`src/hw/rtl/hdpzs_pkg.sv`:
```
package hdpzs_pkg;

    // reset value of the zone offset register
    localparam logic [4:0] ZONE_RESET = 5'd8;

    // register indexes of the configuration port (paddr[2])
    localparam logic REG_ZONE = 1'b0;

    // characters that delimit the fields
    localparam logic [7:0] CH_COMMA = 8'h2C;
    localparam logic [7:0] CH_SPACE = 8'h20;
    localparam logic [7:0] CH_COLON = 8'h3A;
    localparam logic [7:0] CH_ZERO  = 8'h30;
    localparam logic [7:0] CH_NINE  = 8'h39;

    // saturation limits
    localparam logic [13:0] YEAR_MAX  = 14'd9999;
    localparam logic [6:0]  SMALL_MAX = 7'd99;

    // three-letter names, calendar order
    localparam logic [23:0] DAY_NAMES [0:6] = '{
        24'h4D6F6E, 24'h547565, 24'h576564, 24'h546875,
        24'h467269, 24'h536174, 24'h53756E
    };
    localparam logic [23:0] MONTH_NAMES [0:11] = '{
        24'h4A616E, 24'h466562, 24'h4D6172, 24'h417072,
        24'h4D6179, 24'h4A756E, 24'h4A756C, 24'h417567,
        24'h536570, 24'h4F6374, 24'h4E6F76, 24'h446563
    };

    // character class found by the front end
    typedef enum logic [2:0] {
        CLS_OTHER = 3'd0,
        CLS_DIGIT = 3'd1,
        CLS_COMMA = 3'd2,
        CLS_SPACE = 3'd3,
        CLS_COLON = 3'd4
    } t_cls;

    // one classified byte
    typedef struct packed {
        logic [7:0] ch;
        t_cls       cls;
        logic [3:0] dig;
        logic       last;
    } t_tok;

    // parsed fields of one string, before the zone shift
    typedef struct packed {
        logic [2:0]  wday;
        logic [6:0]  day;
        logic [3:0]  mon;
        logic [13:0] year;
        logic [6:0]  hour;
        logic [6:0]  min;
        logic [6:0]  sec;
    } t_snap;

endpackage

```
`src/hw/rtl/hdpzs_front.sv`:
```
module hdpzs_front (
    input  logic             i_clk,
    input  logic             i_rst_n,
    input  logic             i_valid,
    output logic             o_stall,
    input  logic [7:0]       i_char_byte,
    input  logic             i_is_last,
    output logic             o_tok_valid,
    output hdpzs_pkg::t_tok  o_tok,
    input  logic             i_tok_full
);
    import hdpzs_pkg::*;

    logic r_valid;
    t_tok r_tok;
    t_tok n_tok;

    // classify the incoming byte
    always_comb begin
        n_tok.ch   = i_char_byte;
        n_tok.last = i_is_last;
        n_tok.dig  = 4'(i_char_byte - CH_ZERO);
        if (i_char_byte >= CH_ZERO && i_char_byte <= CH_NINE) begin
            n_tok.cls = CLS_DIGIT;
        end else if (i_char_byte == CH_COMMA) begin
            n_tok.cls = CLS_COMMA;
        end else if (i_char_byte == CH_SPACE) begin
            n_tok.cls = CLS_SPACE;
        end else if (i_char_byte == CH_COLON) begin
            n_tok.cls = CLS_COLON;
        end else begin
            n_tok.cls = CLS_OTHER;
        end
    end

    // holding register stalls only while the queue is full
    assign o_stall     = r_valid && i_tok_full;
    assign o_tok_valid = r_valid;
    assign o_tok       = r_tok;

    always_ff @(posedge i_clk) begin
        if (!i_rst_n) begin
            r_valid <= 1'b0;
        end else if (!o_stall) begin
            r_valid <= i_valid;
        end
    end

    always_ff @(posedge i_clk) begin
        if (!o_stall && i_valid) begin
            r_tok <= n_tok;
        end
    end

endmodule

```
`src/hw/rtl/hdpzs_queue.sv`:
```
module hdpzs_queue #(
    parameter int DEPTH = 4
) (
    input  logic             i_clk,
    input  logic             i_rst_n,
    input  logic             i_push,
    input  hdpzs_pkg::t_tok  i_data,
    output logic             o_full,
    input  logic             i_pop,
    output logic             o_valid,
    output hdpzs_pkg::t_tok  o_data
);
    import hdpzs_pkg::*;

    localparam int AW = $clog2(DEPTH);
    localparam int CW = $clog2(DEPTH + 1);
    localparam logic [AW-1:0] LAST_IDX = AW'(DEPTH - 1);

    t_tok          r_mem [0:DEPTH-1];
    logic [AW-1:0] r_wr;
    logic [AW-1:0] r_rd;
    logic [CW-1:0] r_count;
    logic          r_out_valid;
    t_tok          r_out;
    logic          push_ok;
    logic          pop_ok;
    logic          out_load;
    logic          mem_push;
    logic          mem_pop;

    assign o_full   = (r_count == CW'(DEPTH));
    assign o_valid  = r_out_valid;
    assign o_data   = r_out;
    assign push_ok  = i_push && !o_full;
    assign pop_ok   = i_pop && r_out_valid;

    // output register is free, or emptied at this edge
    assign out_load = !r_out_valid || pop_ok;
    // refill from storage first; with storage empty the transfer goes straight through
    assign mem_pop  = out_load && (r_count != '0);
    assign mem_push = push_ok && !(out_load && (r_count == '0));

    // pointers, fill count and output valid
    always_ff @(posedge i_clk) begin
        if (!i_rst_n) begin
            r_wr        <= '0;
            r_rd        <= '0;
            r_count     <= '0;
            r_out_valid <= 1'b0;
        end else begin
            if (mem_push) begin
                r_wr <= (r_wr == LAST_IDX) ? '0 : r_wr + 1'b1;
            end
            if (mem_pop) begin
                r_rd <= (r_rd == LAST_IDX) ? '0 : r_rd + 1'b1;
            end
            if (mem_push && !mem_pop) begin
                r_count <= r_count + 1'b1;
            end else if (mem_pop && !mem_push) begin
                r_count <= r_count - 1'b1;
            end
            if (out_load) begin
                r_out_valid <= mem_pop || push_ok;
            end
        end
    end

    // storage and registered read
    always_ff @(posedge i_clk) begin
        if (mem_push) begin
            r_mem[r_wr] <= i_data;
        end
        if (mem_pop) begin
            r_out <= r_mem[r_rd];
        end else if (out_load && push_ok) begin
            r_out <= i_data;
        end
    end

`ifndef SYNTHESIS
    a_no_overflow: assert property (@(posedge i_clk) disable iff (!i_rst_n)
        i_push |-> !o_full)
        else $error("queue push while full");
    a_count_up: assert property (@(posedge i_clk) disable iff (!i_rst_n)
        (mem_push && !mem_pop) |=> r_count == $past(r_count) + 1'b1)
        else $error("queue count did not rise");
    a_count_down: assert property (@(posedge i_clk) disable iff (!i_rst_n)
        (mem_pop && !mem_push) |=> r_count == $past(r_count) - 1'b1)
        else $error("queue count did not fall");
    a_out_hold: assert property (@(posedge i_clk) disable iff (!i_rst_n)
        (r_out_valid && !i_pop) |=> r_out_valid && $stable(r_out))
        else $error("queue head changed while waiting");
`endif

endmodule

```
`src/hw/rtl/hdpzs_parse.sv`:
```
module hdpzs_parse (
    input  logic             i_clk,
    input  logic             i_rst_n,
    input  logic             i_tok_valid,
    input  hdpzs_pkg::t_tok  i_tok,
    output logic             o_tok_pop,
    output logic             o_snap_valid,
    output hdpzs_pkg::t_snap o_snap,
    input  logic             i_snap_ready
);
    import hdpzs_pkg::*;

    typedef enum logic [7:0] {
        F_WDAY = 8'b00000001,
        F_DAY  = 8'b00000010,
        F_MON  = 8'b00000100,
        F_YEAR = 8'b00001000,
        F_HOUR = 8'b00010000,
        F_MIN  = 8'b00100000,
        F_SEC  = 8'b01000000,
        F_DONE = 8'b10000000
    } t_field;

    function automatic logic [6:0] small_val(input logic [13:0] a);
        return (a > 14'(SMALL_MAX)) ? SMALL_MAX : a[6:0];
    endfunction

    t_field      r_field, n_field;
    logic [1:0]  r_pos, n_pos;
    logic [13:0] r_acc, n_acc;
    logic        r_stop, n_stop;
    logic [23:0] r_name, n_name;
    logic [2:0]  r_wday, n_wday;
    logic [6:0]  r_day, n_day;
    logic [3:0]  r_mon, n_mon;
    logic [13:0] r_year, n_year;
    logic [6:0]  r_hour, n_hour;
    logic [6:0]  r_min, n_min;
    logic [6:0]  r_sec, n_sec;
    logic        r_snap_valid, n_snap_valid;
    t_snap       r_snap, n_snap;

    logic        pop;
    logic        is_digit;
    logic [16:0] dig_prod;
    logic [13:0] dig_next;
    logic [23:0] name_shift;
    logic [2:0]  wday_hit;
    logic [3:0]  mon_hit;
    logic [2:0]  wday_upd;
    logic [3:0]  mon_upd;

    assign pop       = i_tok_valid && (!r_snap_valid || i_snap_ready);
    assign o_tok_pop = pop;
    assign o_snap_valid = r_snap_valid;
    assign o_snap       = r_snap;

    // digit accumulate with saturation
    assign is_digit = (i_tok.cls == CLS_DIGIT);
    assign dig_prod = 17'(r_acc) * 17'd10 + 17'(i_tok.dig);
    assign dig_next = (dig_prod > 17'(YEAR_MAX)) ? YEAR_MAX : dig_prod[13:0];

    // name match over the last three bytes, earliest name wins
    assign name_shift = {r_name[15:0], i_tok.ch};

    always_comb begin
        wday_hit = '0;
        for (int i = 6; i >= 0; i--) begin
            if (name_shift == DAY_NAMES[i]) begin
                wday_hit = 3'(i + 1);
            end
        end
        mon_hit = '0;
        for (int i = 11; i >= 0; i--) begin
            if (name_shift == MONTH_NAMES[i]) begin
                mon_hit = 4'(i + 1);
            end
        end
    end

    assign wday_upd = (wday_hit != '0 && (r_wday == '0 || wday_hit < r_wday)) ?
                      wday_hit : r_wday;
    assign mon_upd  = (mon_hit != '0 && (r_mon == '0 || mon_hit < r_mon)) ?
                      mon_hit : r_mon;

    // per-byte field step
    always_comb begin
        n_field      = r_field;
        n_pos        = r_pos;
        n_acc        = r_acc;
        n_stop       = r_stop;
        n_name       = r_name;
        n_wday       = r_wday;
        n_day        = r_day;
        n_mon        = r_mon;
        n_year       = r_year;
        n_hour       = r_hour;
        n_min        = r_min;
        n_sec        = r_sec;
        n_snap_valid = r_snap_valid && !i_snap_ready;
        n_snap       = r_snap;

        if (pop) begin
            case (r_field)
                F_WDAY: begin
                    if (i_tok.cls == CLS_COMMA) begin
                        n_field = F_DAY; n_pos = '0; n_acc = '0; n_name = '0; n_stop = 1'b0;
                    end else begin
                        n_name = name_shift;
                        n_wday = wday_upd;
                    end
                end
                F_DAY: begin
                    if (r_pos == 2'd0) begin
                        n_pos = 2'd1;
                    end else if (r_pos != 2'd3) begin
                        if (!r_stop && is_digit) n_acc = dig_next;
                        else n_stop = 1'b1;
                        n_pos = r_pos + 1'b1;
                    end else begin
                        n_day   = small_val(r_acc);
                        n_field = F_MON; n_pos = '0; n_acc = '0; n_name = '0; n_stop = 1'b0;
                    end
                end
                F_MON: begin
                    if (i_tok.cls == CLS_SPACE) begin
                        n_field = F_YEAR; n_pos = '0; n_acc = '0; n_name = '0; n_stop = 1'b0;
                    end else begin
                        n_name = name_shift;
                        n_mon  = mon_upd;
                    end
                end
                F_YEAR: begin
                    if (i_tok.cls == CLS_SPACE) begin
                        n_year  = r_acc;
                        n_field = F_HOUR; n_pos = '0; n_acc = '0; n_name = '0; n_stop = 1'b0;
                    end else if (!r_stop && is_digit) begin
                        n_acc = dig_next;
                    end else begin
                        n_stop = 1'b1;
                    end
                end
                F_HOUR: begin
                    if (i_tok.cls == CLS_COLON) begin
                        n_hour  = small_val(r_acc);
                        n_field = F_MIN; n_pos = '0; n_acc = '0; n_name = '0; n_stop = 1'b0;
                    end else if (!r_stop && is_digit) begin
                        n_acc = dig_next;
                    end else begin
                        n_stop = 1'b1;
                    end
                end
                F_MIN: begin
                    if (i_tok.cls == CLS_COLON) begin
                        n_min   = small_val(r_acc);
                        n_field = F_SEC; n_pos = '0; n_acc = '0; n_name = '0; n_stop = 1'b0;
                    end else if (!r_stop && is_digit) begin
                        n_acc = dig_next;
                    end else begin
                        n_stop = 1'b1;
                    end
                end
                F_SEC: begin
                    if (i_tok.cls == CLS_SPACE) begin
                        n_sec   = small_val(r_acc);
                        n_field = F_DONE; n_pos = '0; n_acc = '0; n_name = '0; n_stop = 1'b0;
                    end else if (!r_stop && is_digit) begin
                        n_acc = dig_next;
                    end else begin
                        n_stop = 1'b1;
                    end
                end
                default: begin
                end
            endcase

            // last byte: commit the open field, hand over, start over
            if (i_tok.last) begin
                n_snap.wday  = n_wday;
                n_snap.day   = (n_field == F_DAY)  ? small_val(n_acc) : n_day;
                n_snap.mon   = n_mon;
                n_snap.year  = (n_field == F_YEAR) ? n_acc : n_year;
                n_snap.hour  = (n_field == F_HOUR) ? small_val(n_acc) : n_hour;
                n_snap.min   = (n_field == F_MIN)  ? small_val(n_acc) : n_min;
                n_snap.sec   = (n_field == F_SEC)  ? small_val(n_acc) : n_sec;
                n_snap_valid = 1'b1;
                n_field = F_WDAY;
                n_pos   = '0;
                n_acc   = '0;
                n_stop  = 1'b0;
                n_name  = '0;
                n_wday  = '0;
                n_day   = '0;
                n_mon   = '0;
                n_year  = '0;
                n_hour  = '0;
                n_min   = '0;
                n_sec   = '0;
            end
        end
    end

    always_ff @(posedge i_clk) begin
        if (!i_rst_n) begin
            r_field      <= F_WDAY;
            r_pos        <= '0;
            r_acc        <= '0;
            r_stop       <= 1'b0;
            r_name       <= '0;
            r_wday       <= '0;
            r_day        <= '0;
            r_mon        <= '0;
            r_year       <= '0;
            r_hour       <= '0;
            r_min        <= '0;
            r_sec        <= '0;
            r_snap_valid <= 1'b0;
        end else begin
            r_field      <= n_field;
            r_pos        <= n_pos;
            r_acc        <= n_acc;
            r_stop       <= n_stop;
            r_name       <= n_name;
            r_wday       <= n_wday;
            r_day        <= n_day;
            r_mon        <= n_mon;
            r_year       <= n_year;
            r_hour       <= n_hour;
            r_min        <= n_min;
            r_sec        <= n_sec;
            r_snap_valid <= n_snap_valid;
        end
    end

    always_ff @(posedge i_clk) begin
        r_snap <= n_snap;
    end

endmodule

```
`src/hw/rtl/hdpzs_shift.sv`:
```
module hdpzs_shift (
    input  logic             i_clk,
    input  logic             i_rst_n,
    input  logic [4:0]       i_zone,
    input  logic             i_snap_valid,
    input  hdpzs_pkg::t_snap i_snap,
    output logic             o_snap_ready,
    output logic             o_valid,
    input  logic             i_stall,
    output logic [2:0]       o_weekday,
    output logic [4:0]       o_day_of_month,
    output logic [3:0]       o_month_number,
    output logic [13:0]      o_year_value,
    output logic [4:0]       o_hour_value,
    output logic [6:0]       o_minute_value,
    output logic [6:0]       o_second_value,
    output logic [1:0]       o_name_error
);
    import hdpzs_pkg::*;

    // stage 2: hour sum and reciprocal quotients
    logic        r_v2;
    t_snap       r_s2;
    logic [7:0]  r_sum2;
    logic [6:0]  r_yq2;
    logic [2:0]  r_hk2;
    logic [26:0] yq_prod;
    logic [13:0] hk_prod;
    logic [7:0]  sum;

    // stage 3: hour remainder, carry and leap flag
    logic        r_v3;
    t_snap       r_s3;
    logic [4:0]  r_hmod3;
    logic        r_carry3;
    logic        r_leap3;
    logic [6:0]  yr100;
    logic [7:0]  hmod_w;

    // output stage
    logic        r_ov;
    logic [2:0]  r_wday;
    logic [4:0]  r_day;
    logic [3:0]  r_mon;
    logic [13:0] r_year;
    logic [4:0]  r_hour;
    logic [6:0]  r_min;
    logic [6:0]  r_sec;
    logic [1:0]  r_err;

    logic [6:0]  day1;
    logic [6:0]  day2;
    logic [6:0]  mlen;
    logic [3:0]  mon2;
    logic [13:0] year2;

    logic out_ready;
    logic s3_ready;
    logic s2_ready;

    assign out_ready    = !r_ov || !i_stall;
    assign s3_ready     = !r_v3 || out_ready;
    assign s2_ready     = !r_v2 || s3_ready;
    assign o_snap_ready = s2_ready;

    // year/100 and hour/24 by reciprocal, exact over the value ranges
    assign sum     = 8'(i_snap.hour) + 8'(i_zone);
    assign yq_prod = 27'(i_snap.year) * 27'd5243;
    assign hk_prod = 14'(sum) * 14'd43;

    always_ff @(posedge i_clk) begin
        if (s2_ready && i_snap_valid) begin
            r_s2   <= i_snap;
            r_sum2 <= sum;
            r_yq2  <= yq_prod[25:19];
            r_hk2  <= hk_prod[12:10];
        end
    end

    // remainders
    assign yr100  = 7'(r_s2.year - 14'(r_yq2) * 14'd100);
    assign hmod_w = r_sum2 - 8'(r_hk2) * 8'd24;

    always_ff @(posedge i_clk) begin
        if (s3_ready && r_v2) begin
            r_s3     <= r_s2;
            r_hmod3  <= hmod_w[4:0];
            r_carry3 <= (r_sum2 >= 8'd24);
            r_leap3  <= (r_s2.year[1:0] == 2'd0) && (yr100 != '0 || r_yq2[1:0] == 2'd0);
        end
    end

    // date rollover
    always_comb begin
        case (r_s3.mon)
            4'd1, 4'd3, 4'd5, 4'd7, 4'd8, 4'd10, 4'd12: mlen = 7'd31;
            4'd2:    mlen = r_leap3 ? 7'd29 : 7'd28;
            default: mlen = 7'd30;
        endcase
        day1  = r_s3.day + 7'(r_carry3);
        day2  = day1;
        mon2  = r_s3.mon;
        year2 = r_s3.year;
        if (r_carry3 && day1 > mlen) begin
            day2 = day1 - mlen;
            if (r_s3.mon >= 4'd12) begin
                mon2 = 4'd1;
                if (r_s3.year < YEAR_MAX) year2 = r_s3.year + 1'b1;
            end else begin
                mon2 = r_s3.mon + 1'b1;
            end
        end
    end

    always_ff @(posedge i_clk) begin
        if (out_ready && r_v3) begin
            r_wday <= r_s3.wday;
            r_day  <= (day2 > 7'd31) ? 5'd31 : day2[4:0];
            r_mon  <= mon2;
            r_year <= year2;
            r_hour <= r_hmod3;
            r_min  <= r_s3.min;
            r_sec  <= r_s3.sec;
            r_err  <= {r_s3.mon == '0, r_s3.wday == '0};
        end
    end

    // stage valid bits
    always_ff @(posedge i_clk) begin
        if (!i_rst_n) begin
            r_v2 <= 1'b0;
            r_v3 <= 1'b0;
            r_ov <= 1'b0;
        end else begin
            if (s2_ready) r_v2 <= i_snap_valid;
            if (s3_ready) r_v3 <= r_v2;
            if (out_ready) r_ov <= r_v3;
        end
    end

    assign o_valid        = r_ov;
    assign o_weekday      = r_wday;
    assign o_day_of_month = r_day;
    assign o_month_number = r_mon;
    assign o_year_value   = r_year;
    assign o_hour_value   = r_hour;
    assign o_minute_value = r_min;
    assign o_second_value = r_sec;
    assign o_name_error   = r_err;

`ifndef SYNTHESIS
    a_hour_range: assert property (@(posedge i_clk) disable iff (!i_rst_n)
        r_v3 |-> r_hmod3 < 5'd24)
        else $error("shifted hour out of range");
    a_carry_hour: assert property (@(posedge i_clk) disable iff (!i_rst_n)
        (r_v3 && !r_carry3) |-> 8'(r_hmod3) == 8'(r_s3.hour) + 8'(i_zone))
        else $error("hour changed without carry");
    a_out_hold: assert property (@(posedge i_clk) disable iff (!i_rst_n)
        (r_ov && i_stall) |=> r_ov && $stable(r_year) && $stable(r_day))
        else $error("stalled result changed");
`endif

endmodule

```
`src/hw/rtl/http_date_parse_zone_shift_top.sv`:
```
// A last byte goes through the front, queue, parser and shift stage 2, stage 3 and
// output registers. Throughput: one byte per cycle unless stalled, set by the field
// parser, which takes one queued byte per cycle; a result leaves the shift pipeline
// every cycle at most. Reset (i_rst_n low, synchronous): zone offset 8, parser at the
// weekday field, queue and pipeline empty; no clearing pass.
module http_date_parse_zone_shift_top #(
    parameter int QUEUE_DEPTH = 4
) (
    input  logic        i_clk,
    input  logic        i_rst_n,
    // byte stream
    input  logic        i_in_valid,
    output logic        o_in_stall,
    input  logic [7:0]  i_char_byte,
    input  logic        i_is_last,
    // results
    output logic        o_out_valid,
    input  logic        i_out_stall,
    output logic [2:0]  o_weekday,
    output logic [4:0]  o_day_of_month,
    output logic [3:0]  o_month_number,
    output logic [13:0] o_year_value,
    output logic [4:0]  o_hour_value,
    output logic [6:0]  o_minute_value,
    output logic [6:0]  o_second_value,
    output logic [1:0]  o_name_error,
    // configuration
    input  logic        psel,
    input  logic        penable,
    input  logic        pwrite,
    input  logic [2:0]  paddr,
    input  logic [31:0] pwdata,
    output logic [31:0] prdata,
    output logic        pready
);
    import hdpzs_pkg::*;

    logic       zone_sel;
    logic [4:0] r_zone_hours;
    logic       front_valid;
    t_tok       front_tok;
    logic       q_full;
    logic       q_valid;
    t_tok       q_tok;
    logic       q_pop;
    logic       snap_valid;
    t_snap      snap;
    logic       snap_ready;

    // register file
    assign pready   = 1'b1;
    assign zone_sel = (paddr[2] == REG_ZONE);
    assign prdata   = zone_sel ? {27'd0, r_zone_hours} : 32'd0;

    always_ff @(posedge i_clk) begin
        if (!i_rst_n) begin
            r_zone_hours <= ZONE_RESET;
        end else if (psel && penable && pwrite && pready && zone_sel) begin
            r_zone_hours <= pwdata[4:0];
        end
    end

    hdpzs_front u_front (
        .i_clk       (i_clk),
        .i_rst_n     (i_rst_n),
        .i_valid     (i_in_valid),
        .o_stall     (o_in_stall),
        .i_char_byte (i_char_byte),
        .i_is_last   (i_is_last),
        .o_tok_valid (front_valid),
        .o_tok       (front_tok),
        .i_tok_full  (q_full)
    );

    hdpzs_queue #(
        .DEPTH (QUEUE_DEPTH)
    ) u_queue (
        .i_clk   (i_clk),
        .i_rst_n (i_rst_n),
        .i_push  (front_valid && !q_full),
        .i_data  (front_tok),
        .o_full  (q_full),
        .i_pop   (q_pop),
        .o_valid (q_valid),
        .o_data  (q_tok)
    );

    hdpzs_parse u_parse (
        .i_clk        (i_clk),
        .i_rst_n      (i_rst_n),
        .i_tok_valid  (q_valid),
        .i_tok        (q_tok),
        .o_tok_pop    (q_pop),
        .o_snap_valid (snap_valid),
        .o_snap       (snap),
        .i_snap_ready (snap_ready)
    );

    hdpzs_shift u_shift (
        .i_clk          (i_clk),
        .i_rst_n        (i_rst_n),
        .i_zone         (r_zone_hours),
        .i_snap_valid   (snap_valid),
        .i_snap         (snap),
        .o_snap_ready   (snap_ready),
        .o_valid        (o_out_valid),
        .i_stall        (i_out_stall),
        .o_weekday      (o_weekday),
        .o_day_of_month (o_day_of_month),
        .o_month_number (o_month_number),
        .o_year_value   (o_year_value),
        .o_hour_value   (o_hour_value),
        .o_minute_value (o_minute_value),
        .o_second_value (o_second_value),
        .o_name_error   (o_name_error)
    );

endmodule

```
`config.mk`:
```
export PLATFORM = sky130hd
export DESIGN_NAME = http_date_parse_zone_shift_top
export DESIGN_NICKNAME = d
export VERILOG_FILES = /design/src/hw/rtl/hdpzs_pkg.sv /design/src/hw/rtl/hdpzs_front.sv /design/src/hw/rtl/hdpzs_queue.sv /design/src/hw/rtl/hdpzs_parse.sv /design/src/hw/rtl/hdpzs_shift.sv /design/src/hw/rtl/http_date_parse_zone_shift_top.sv
export SDC_FILE = /design/constraint.sdc
export NUM_CORES = 1
export LEC_CHECK = 0
export ABC_AREA = 1
export BUFFER_PORTS_ARGS = -buffer_cell sky130_fd_sc_hd__buf_2
export CAP_MARGIN = 0
export CORE_MARGIN = 4
export CORE_UTILIZATION = 62
export CTS_CLUSTER_DIAMETER = 60
export DETAILED_ROUTE_END_ITERATION = 8
export PLACE_DENSITY = 0.9
export SYNTH_ARGS = -nofsm -noshare
export SYNTH_HDL_FRONTEND = slang
export SYNTH_SLANG_ARGS = --single-unit
```
`constraint.sdc`:
```
create_clock -name i_clk -period 6 [get_ports i_clk]
set_input_delay 0.9 -clock i_clk [delete_from_list [all_inputs] [get_ports i_clk]]
set_output_delay 0.9 -clock i_clk [all_outputs]
set_load 0.05 [all_outputs]
```
==> summary.md <==
| Metric | Value |
|---|---|
| HP Class | reg -> reg |
| Final Routed Wirelength | 54200 µm |
| Clock latency on the worst-skew pair | about 580 ps |
| Vias in the first global route | ~18000 |
| DR pass1 iterations | 6 |
| Initial antenna violation count | 0 |
| Fillers | 2565 |
| R2R depth | 24 |
| RSZ-0062 raised after global routing | no |
| Outcome | finished, final reports clean |
| Overall via count from detail_route | 18110 |
| Setup Viol. Count Final | 0 |
| CP Launch Type | flop |
| Max-cap violations | 0 |
| I/O Buffers | 75 |
| # H-tree levels | 2 |
| Routability cong. | 0.903 |
| Die Ht | 200 µm |
| CP Class | reg -> reg |
| Synth top area cells | edfxtp_1 36%, dfxtp_1 9.6%, ha_1 9.5% |
| CTS root buf | clkbuf_16 |
| Clk_skew | 33.6 ps |
| Vias per cell | 5.89 |
| Initial core utilization | 62.8% |
| DIE WIDTH | 200 µm |
| Mapped Avg Cell Area | 9.15 µm² |
| Mapped Area | 0.0229 mm² |
| Overall routing resource usage | 26.5% |
| Worst slew pin tran | 1260 ps |
| Antenna diodes | 0 |
| Initial drt markers | 2063 |
| Fmax | between 150 and 200 MHz |
| Worst slack at placement | around 1100 ps |
| Post-CTS setup buffer count | 0 |
| Endpoints failing hold | 0 |
| Reg2Reg Setup Slack | 900 ps |
| Drt wl/cell | approximately 18 µm |
| Hold_buf cts | 0 |
| Setup ws final | 903 ps |
| Power per cell area | 258 mW/mm² |
| Arrival time of the worst setup path | approximately 5400 ps |
| Top cell type's share of synthesized area | 35.9% |
| Required @ worst endpoint | 6310 ps |
| Asr flop ratio synth | 0% |
| CTS Sinks | 384 |
| Synth cell types | 61 |
| Synth area leader | edfxtp_1 |
| Most frequent cell after synthesis | nand2_1 |
| Hold WS | 414 ps |
| I/O Pins | 133 |
| Crit path capture type | flop |
| Die ar. | 0.0402 mm² |
| Ys flop type | edfxtp_1 |
| Top cells by count, synth | 500 x nand2_1, 367 x inv_1, 274 x edfxtp_1, 197 x nor2_1, 174 x ha_1 |
| CP top delay family | adder cells |
| Fin. max-slew vios | 0 |
| Antenna Nets Post-Route | 0 |
| Drt drc | 0 |
| Sequential fraction of the synthesis area | between 40% and 50% |
| Total CTS buffers | 42 |
| Largest net degree at the start of global routing | between 80 and 90 |
| Synth Warn # | 0 |
| Critical path peak fanout | 7 |
| Layout cells sized above 1 | 8.44% |
| Core area | around 0.037 mm² |
| Remaining Overflow, GRT | 0 |
| Max-slew headroom | 15.9% |
| First-pass GRT wire length | approximately 90000 µm |
| Final worst-path cycle share | 85.0% |
| Mapped Cells | ~2500 |
| Area growth syn-to-layout | 9.11% |
| Rows | 70 |
| CTS max path bufs | 3 |
| Final Net Count | 2875 |
| Peak VDD IR | 303 µV |
| CP Depth | 24 |
| CP max-delay cell | edfxtp_1 |
| Worst-path cell chain | ha_1, inv_1, fa_1, inv_1, ha_1, ha_1, inv_1, fa_1, inv_1, ha_1, a21oi_1, o21ai_0, nand3_1, nand2_1, nand3_1, nand2_1, a21oi_1, o21ai_0, nand3_1, nand2_1, nand3_1, nand2_1, a31oi_1, xnor2_1 |
| Worst-path clk slew | 60 ps |
| Setup TNS | 0 ps |
| CTS tree | yes |
| Final core occ | 68.6% |
| Post-CTS sizing | 0 |
| FF+latch count, synth | about 380 |
| Final min period | 5100 ps |
| Hold Path Cell Cnt | 0 |
| Total power | 6.45 mW |
| Placed wire-length estimate | 37500 µm |
| Pleak | 10.9 nW |
| Worst Path Buf+Inv | 4 |
| CP peak stage delay | around 570 ps |
| EDFF count, synth | 274 |
through the flow:
step,cells,cell area [µm²]
after floorplan,2535,23000
after global routing,3076,25000
after global placement,2999,23600
after CTS,3076,25000
final,3076,25000
after detailed placement,2999,23600
sequential cells by signal (all words and copies together) (netlist names), 5 cells and up, named ones only:
register / count
u_parse.r_sec: 7
u_shift.o_minute_value: 7
u_shift.r_s2: 42
u_parse.o_snap: 49
u_shift.r_hmod3: 5
u_parse.r_name: 16
u_queue.r_mem: 48
u_parse.r_acc: 14
u_shift.o_year_value: 14
u_parse.r_field: 8
u_parse.r_day: 7
u_parse.r_year: 14
u_queue.o_data: 12
u_shift.r_s3: 42
u_shift.o_second_value: 7
u_parse.r_hour: 7
u_shift.o_day_of_month: 5
u_shift.r_sum2: 8
r_zone_hours: 5
u_shift.o_hour_value: 5
u_parse.r_min: 7
u_shift.r_yq2: 5
u_front.o_tok: 12
per-layer routing:
layer  routed length, µm  part of all wire [%]  track usage [%]  vias to the layer above
li1                    -                     -                -                     8500
met1               20400                    38             32.1                     8444
met5                   0                     0                0                        -
met3                3830                   7.1             4.39                      245
met4                2690                   5.0             11.8                        0
met2               27200                    50             47.0                      921
worst reg2reg max path: cells and delay by family (launching register included):
family	cells	cell delay [ps]
simple gates	8	650
fa+ha+maj	6	2350
flops	1	570
xor+xnor	1	120
buf+inv	4	220
compound gates	5	930
final timing paths:
path / end / startpoint
min: u_shift.r_s2[6] / u_parse.o_snap[6]
min reg2reg: u_shift.r_s2[6] / u_parse.o_snap[6]
max reg2reg: u_shift.r_yq2[4] / u_parse.o_snap[24]
max: u_shift.r_yq2[4] / u_parse.o_snap[24]
cells by family (layout without fill, tap and decap cells):
| kind of cell | count (synthesis) | in the layout | synth area share, % |
|---|---|---|---|
| AND/OR/NAND/NOR | 988 | 988 | 19.1 |
| buffers and inverters | 468 | 541 | 8.30 |
| flip-flops | 384 | 384 | 45.5 |
| AO/OA/AOI/OAI | 364 | 364 | 8.94 |
| adder cells (fa/ha/maj) | 249 | 249 | 16.0 |
| XOR/XNOR | 53 | 53 | 2.14 |
| other | 2 | 28 | 0.0327 |
| multiplexers | 1 | 1 | 0.0491 |
power by group:
part           internal, mW  total [mW]  leakage [nW]  switching [mW]
combinational         0.310       0.911          6.84           0.601
clock                  1.53        2.60         0.681            1.07
sequential             2.89        2.94          3.39          0.0482
cell type report:
type	instances	area [µm²]	area share, %
well taps	468	586	2.34
clock inverters	28	305	1.22
repair buffers	85	450	1.80
multi-input cells	1683	10800	43.0
inverters	379	1420	5.68
clock buffers	49	1090	4.34
flip-flops and latches	384	10400	41.7
layout by cell type, fill, tap and decap left out, drive strengths merged, types with 19 or more instances in the layout:
master | netlist | layout
nor2 | 205 | 205
nor3 | 35 | 35
nand2 | 524 | 524
clkbuf | 45 | 49
edfxtp | 274 | 274
buf | 44 | 85
inv | 376 | 382
nand4 | 67 | 67
fa | 75 | 75
xnor2 | 24 | 24
o21ai | 134 | 134
xor2 | 29 | 29
a21oi | 140 | 140
conb | 2 | 28
nand3 | 128 | 128
ha | 174 | 174
clkinv | 3 | 19
dfxtp | 110 | 110
a211oi | 20 | 20
Power figures use the tool's default switching activity.
